$ cat config.mk
export PLATFORM = sky130hd
export DESIGN_NAME = isl_cell
export DESIGN_NICKNAME = d
export VERILOG_FILES = /design/src/sv/isl_pkg.sv /design/src/sv/isl_cell.sv
export SDC_FILE = /design/constraint.sdc
export NUM_CORES = 1
export LEC_CHECK = 0
export ABC_AREA = 0
export BUFFER_PORTS_ARGS = -buffer_cell sky130_fd_sc_hd__clkbuf_2
export CORE_MARGIN = 2
export CORE_UTILIZATION = 47
export CTS_BUF_LIST = sky130_fd_sc_hd__clkbuf_8
export CTS_CLUSTER_DIAMETER = 200
export DETAILED_ROUTE_END_ITERATION = 6
export HOLD_SLACK_MARGIN = 0.05
export PLACE_DENSITY_LB_ADDON = 0.1
export SLEW_MARGIN = 30
export SYNTH_ARGS = -nofsm -noshare
export SYNTH_HDL_FRONTEND = slang
export SYNTH_SLANG_ARGS = --single-unit
$ cat constraint.sdc
create_clock -name clk -period 8.45 [get_ports clk]
set_clock_uncertainty 0.05 [all_clocks]
set_input_delay 2.535 -clock clk [delete_from_list [all_inputs] [get_ports clk]]
set_output_delay 2.535 -clock clk [all_outputs]
set_load 0.005 [all_outputs]
$ cat src/sv/isl_pkg.sv
// Shared types and constants for the indexed shift list.
// Holds the operation and status codes and the control word broadcast to the cells.
// No dependencies.
package isl_pkg;

    localparam int unsigned WORD_W       = 32;
    localparam int unsigned CAPACITY_DEF = 64;
    // Number of cells in one leaf group of the read-out tree.
    localparam int unsigned GROUP_SIZE   = 32;

    typedef enum logic [1:0] {
        OP_APPEND = 2'd0,
        OP_INSERT = 2'd1,
        OP_REMOVE = 2'd2,
        OP_GET    = 2'd3
    } op_t;

    typedef enum logic [1:0] {
        ST_DONE  = 2'd0,
        ST_RANGE = 2'd1,
        ST_FULL  = 2'd2
    } status_t;

    // Control broadcast to every cell for one request. At most one flag is set.
    typedef struct packed {
        logic ins;   // place the new word at pos, shift later entries up
        logic rem;   // drop the word at pos, shift later entries down
        logic rd;    // present the word at pos to the read-out tree
    } cell_ctrl_t;

endpackage

$ cat src/sv/isl_cell.sv
// One storage cell of the indexed shift list.
// Holds one entry and trades it with its neighbours on insert and remove.
// Depends on isl_pkg.
module isl_cell #(
    parameter int unsigned POS   = 0,
    parameter int unsigned IDX_W = 7
) (
    input  logic                       clk,
    input  isl_pkg::cell_ctrl_t        ctrl,
    input  logic [IDX_W-1:0]           pos,
    input  logic [isl_pkg::WORD_W-1:0] value,
    input  logic [isl_pkg::WORD_W-1:0] left,
    input  logic [isl_pkg::WORD_W-1:0] right,
    output logic [isl_pkg::WORD_W-1:0] word,
    output logic [isl_pkg::WORD_W-1:0] hit
);
    import isl_pkg::*;

    localparam logic [IDX_W-1:0] MY_POS = IDX_W'(POS);

    logic [WORD_W-1:0] word_reg, word_next;
    logic [WORD_W-1:0] hit_reg, hit_next;

    always_comb
    begin
        word_next = word_reg;
        if (ctrl.ins)
        begin
            if (MY_POS == pos)
            begin
                word_next = value;
            end
            else if (MY_POS > pos)
            begin
                word_next = left;
            end
        end
        else if (ctrl.rem && (MY_POS >= pos))
        begin
            word_next = right;
        end
    end

    // Only the addressed cell puts its word forward, so the tree can simply OR.
    assign hit_next = (ctrl.rd && (MY_POS == pos)) ? word_reg : '0;

    always_ff @(posedge clk)
    begin
        word_reg <= word_next;
        hit_reg  <= hit_next;
    end

    assign word = word_reg;
    assign hit  = hit_reg;

endmodule

==> flow_summary.toml <==
[synth]
synth_top_area_share_pct = 35.7
synthDistinctLibCells = 21
synth.top_cells.by_count = "32 x and3_1, 32 x dfxtp_1, 32 x edfxtp_1"
synth_edf_count = 32
netlist_area_sq_mm = 0.00269
synth_warnings = 0
synth_nets = 364
ys_seq_area_share_pct = 59.5
ys_top_cells_by_area = "edfxtp_1 36%, dfxtp_1 24%, and3_1 7.4%"
async_flop_share_pct = 0
ys_ff_latch = 64
synth_area_leader_cell = "edfxtp_1"
syn_inst = 257
syn_area_per_cell_sq_um = 10.5
synthFlopType = "edfxtp_1"

[layout]
syn_to_final_growth_pct = 38.4
final_nets = 523
drive_gt1_share_pct = 45.8
fin_cells = 493
antennaDiodeCount = 0

[global_route]
grt_pass1_vias = 2346
grt_pass1_wl_microns = 10900
grt_max_degree = 66
grt_usage_pct = 22.7
antenna_found_initial = 0
grt_overflow = 0

[setup_path]
critical_path_arrival_ps = 5260
r2r-start = "word[14]"
rr_endpoint = "hit[14]"
start_kind = "primary input"
worstPathMaxFanout = 47
reg2reg_setup_slack_ps = 7690
crit_path_cell_trace = "clkbuf_2 > or4_1 > nor2_4 > o21a_1 > buf_4"
startpoint = "pos[4]"
rr_worst_depth = 1
cp_slowest_cell = "or4_1"
crit_type = "in2reg"
slowest_delay_ps = 850
crit_path_end = "word[12]"
critPathCaptureType = "flip-flop"
cp.required_ps = 8410

[hold_path]
hp-class = "reg2reg"

[sta]
setup_viol = 0
period_share_pct = 62.7
slew_viol_final = 0
finalCriticalPeriod_ps = 5300
tns_ps = 0
finalHoldViolCount = 0
max_freq_ghz = 0.189
tightest_slew_ps = 869
relSlewSlack_pct = 41.9
rsz0062_at_grt = "false"

[power]
power_frac_comb_pct = 9.5
seqPwrFrac_pct = 51.9
p_per_area_mw_per_mm2 = 170
switchingPower_mw = 0.141
ir_worst_vdd_v = 0.0000784
power_leakage_nw = 1.82
power_frac_clock_pct = 38.7
power_switching_share_pct = 22.3
internal_power_mw = 0.492

[drt]
vias_per_cell = 5.27
wl_microns = 7300
drtAntennaViolNets = 0
drtIter0Drc = 160
drtPass1Iterations = 4
route.vias.total = 2600
drc_errors = 0
routedWlPerCell_microns = 14.8

[cts]
cts_inserted_buffers = 9
cts_sinks = 64
cts_tree = "built"
cts_root_buf = "clkbuf_8"
worstSkewPairLatency_ps = 330
clk_pin_slew_ps = 60
htreeDepth = 3
ctsLongestPathBuffers = 2
ctsHoldBuffers = 0
post_cts_buffers = 0
cts_resized = 0

[floorplan]
row_count = 27
pin_count = 171
core_sq_mm = 0.00551
die_area_sq_mm = 0.00635
die_h_microns = 79.7
initial_utilization_pct = 48.9
die_x_microns = 79.7

[run_status]
status = "finished, final reports clean"

[place]
dp.cells = 477
dp_hpwl_microns = 5280
port_buffers = 170
gp_congestion = 0.801

[run]
maxCapViolations = 0
## routing by layer
metal  vias to the layer above  global-route usage (%)  part of all wire, %
met5                         -                       0                    0
met4                         0                    10.3                  1.4
met3                        10                    5.88                  9.4
met2                       136                    36.6                   48
met1                      1186                    28.8                   41
li1                       1268                       -                    -
## worst max-delay path: cells and delay by family
kind / cells / cell delay [ps]
AOI/OAI and AO/OA: 1 / 600
buffers and inverters: 2 / 460
and+or+nand+nor: 2 / 1660
## area by class of cell
cell class              instances  area, sq um
clock buffers                   9          124
fillers                       469         1780
flip-flops and latches         64         1600
inverters                       1         3.75
repair buffers                174          881
clock inverters                 7         61.3
multi-input cells             166          966
well taps                      72         90.1
## worst min-delay path by stage
| stage | startpoint | to | slack (ps) | cells after the start |
|---|---|---|---|---|
| 2_1_floorplan | word[0] | hit[0] | 450 | 1 |
| 4_1_cts | word[11] | hit[11] | 460 | 1 |
| 5_1_grt | word[11] | hit[11] | 490 | 1 |
| 6_report | word[11] | hit[11] | 450 | 1 |
| 3_5_place_dp | word[11] | hit[11] | 440 | 1 |
| 3_3_place_gp | word[11] | hit[11] | 440 | 1 |
## cell families (layout without fill, tap and decap cells)
| family | after synthesis | count (layout) | share of synthesized area [%] |
|---|---|---|---|
| DFF | 64 | 64 | 59.5 |
| AOI/OAI and AO/OA | 66 | 66 | 15.8 |
| buffers and inverters | 27 | 191 | 5.06 |
| and+or+nand+nor | 100 | 100 | 19.7 |
## placed cells by master (no fill, tap or decap), types with 4 or more instances in the layout
cell type	Yosys	final
and3_1	32	32
clkinv_2	0	5
nand3_1	17	17
dfxtp_1	32	32
edfxtp_1	32	32
o21ai_0	18	18
a21oi_1	15	15
and2_1	14	14
a221o_1	14	14
a31oi_1	18	18
clkbuf_8	0	9
buf_4	0	4
nand2_1	14	14
clkbuf_2	0	170
nor2_1	18	18
## power by group through the flow
stage          combinational [mW]  sequential (mW)  clock [mW]
2_1_floorplan              0.0280            0.335           0
3_3_place_gp               0.0589            0.335           0
3_5_place_dp               0.0595            0.335           0
4_1_cts                    0.0599            0.328       0.252
5_1_grt                    0.0670            0.328       0.264
6_report                   0.0600            0.328       0.245
## through the flow
step / hold slack (ps) / area, sq um / utilization [%] / total power [mW] / setup slack, ps
floorplan: 453 / 2690 / - / 0.363 / 3660
global placement: 438 / 3540 / 64.3 / 0.394 / 2880
detailed placement: 440 / 3540 / 64.3 / 0.395 / 2790
CTS: 457 / 3730 / 67.7 / 0.640 / 3140
global route: 487 / 3730 / 67.7 / 0.659 / 2920
finish: 454 / 3730 / 67.7 / 0.633 / 3150
(Power assumes the default switching activity.)
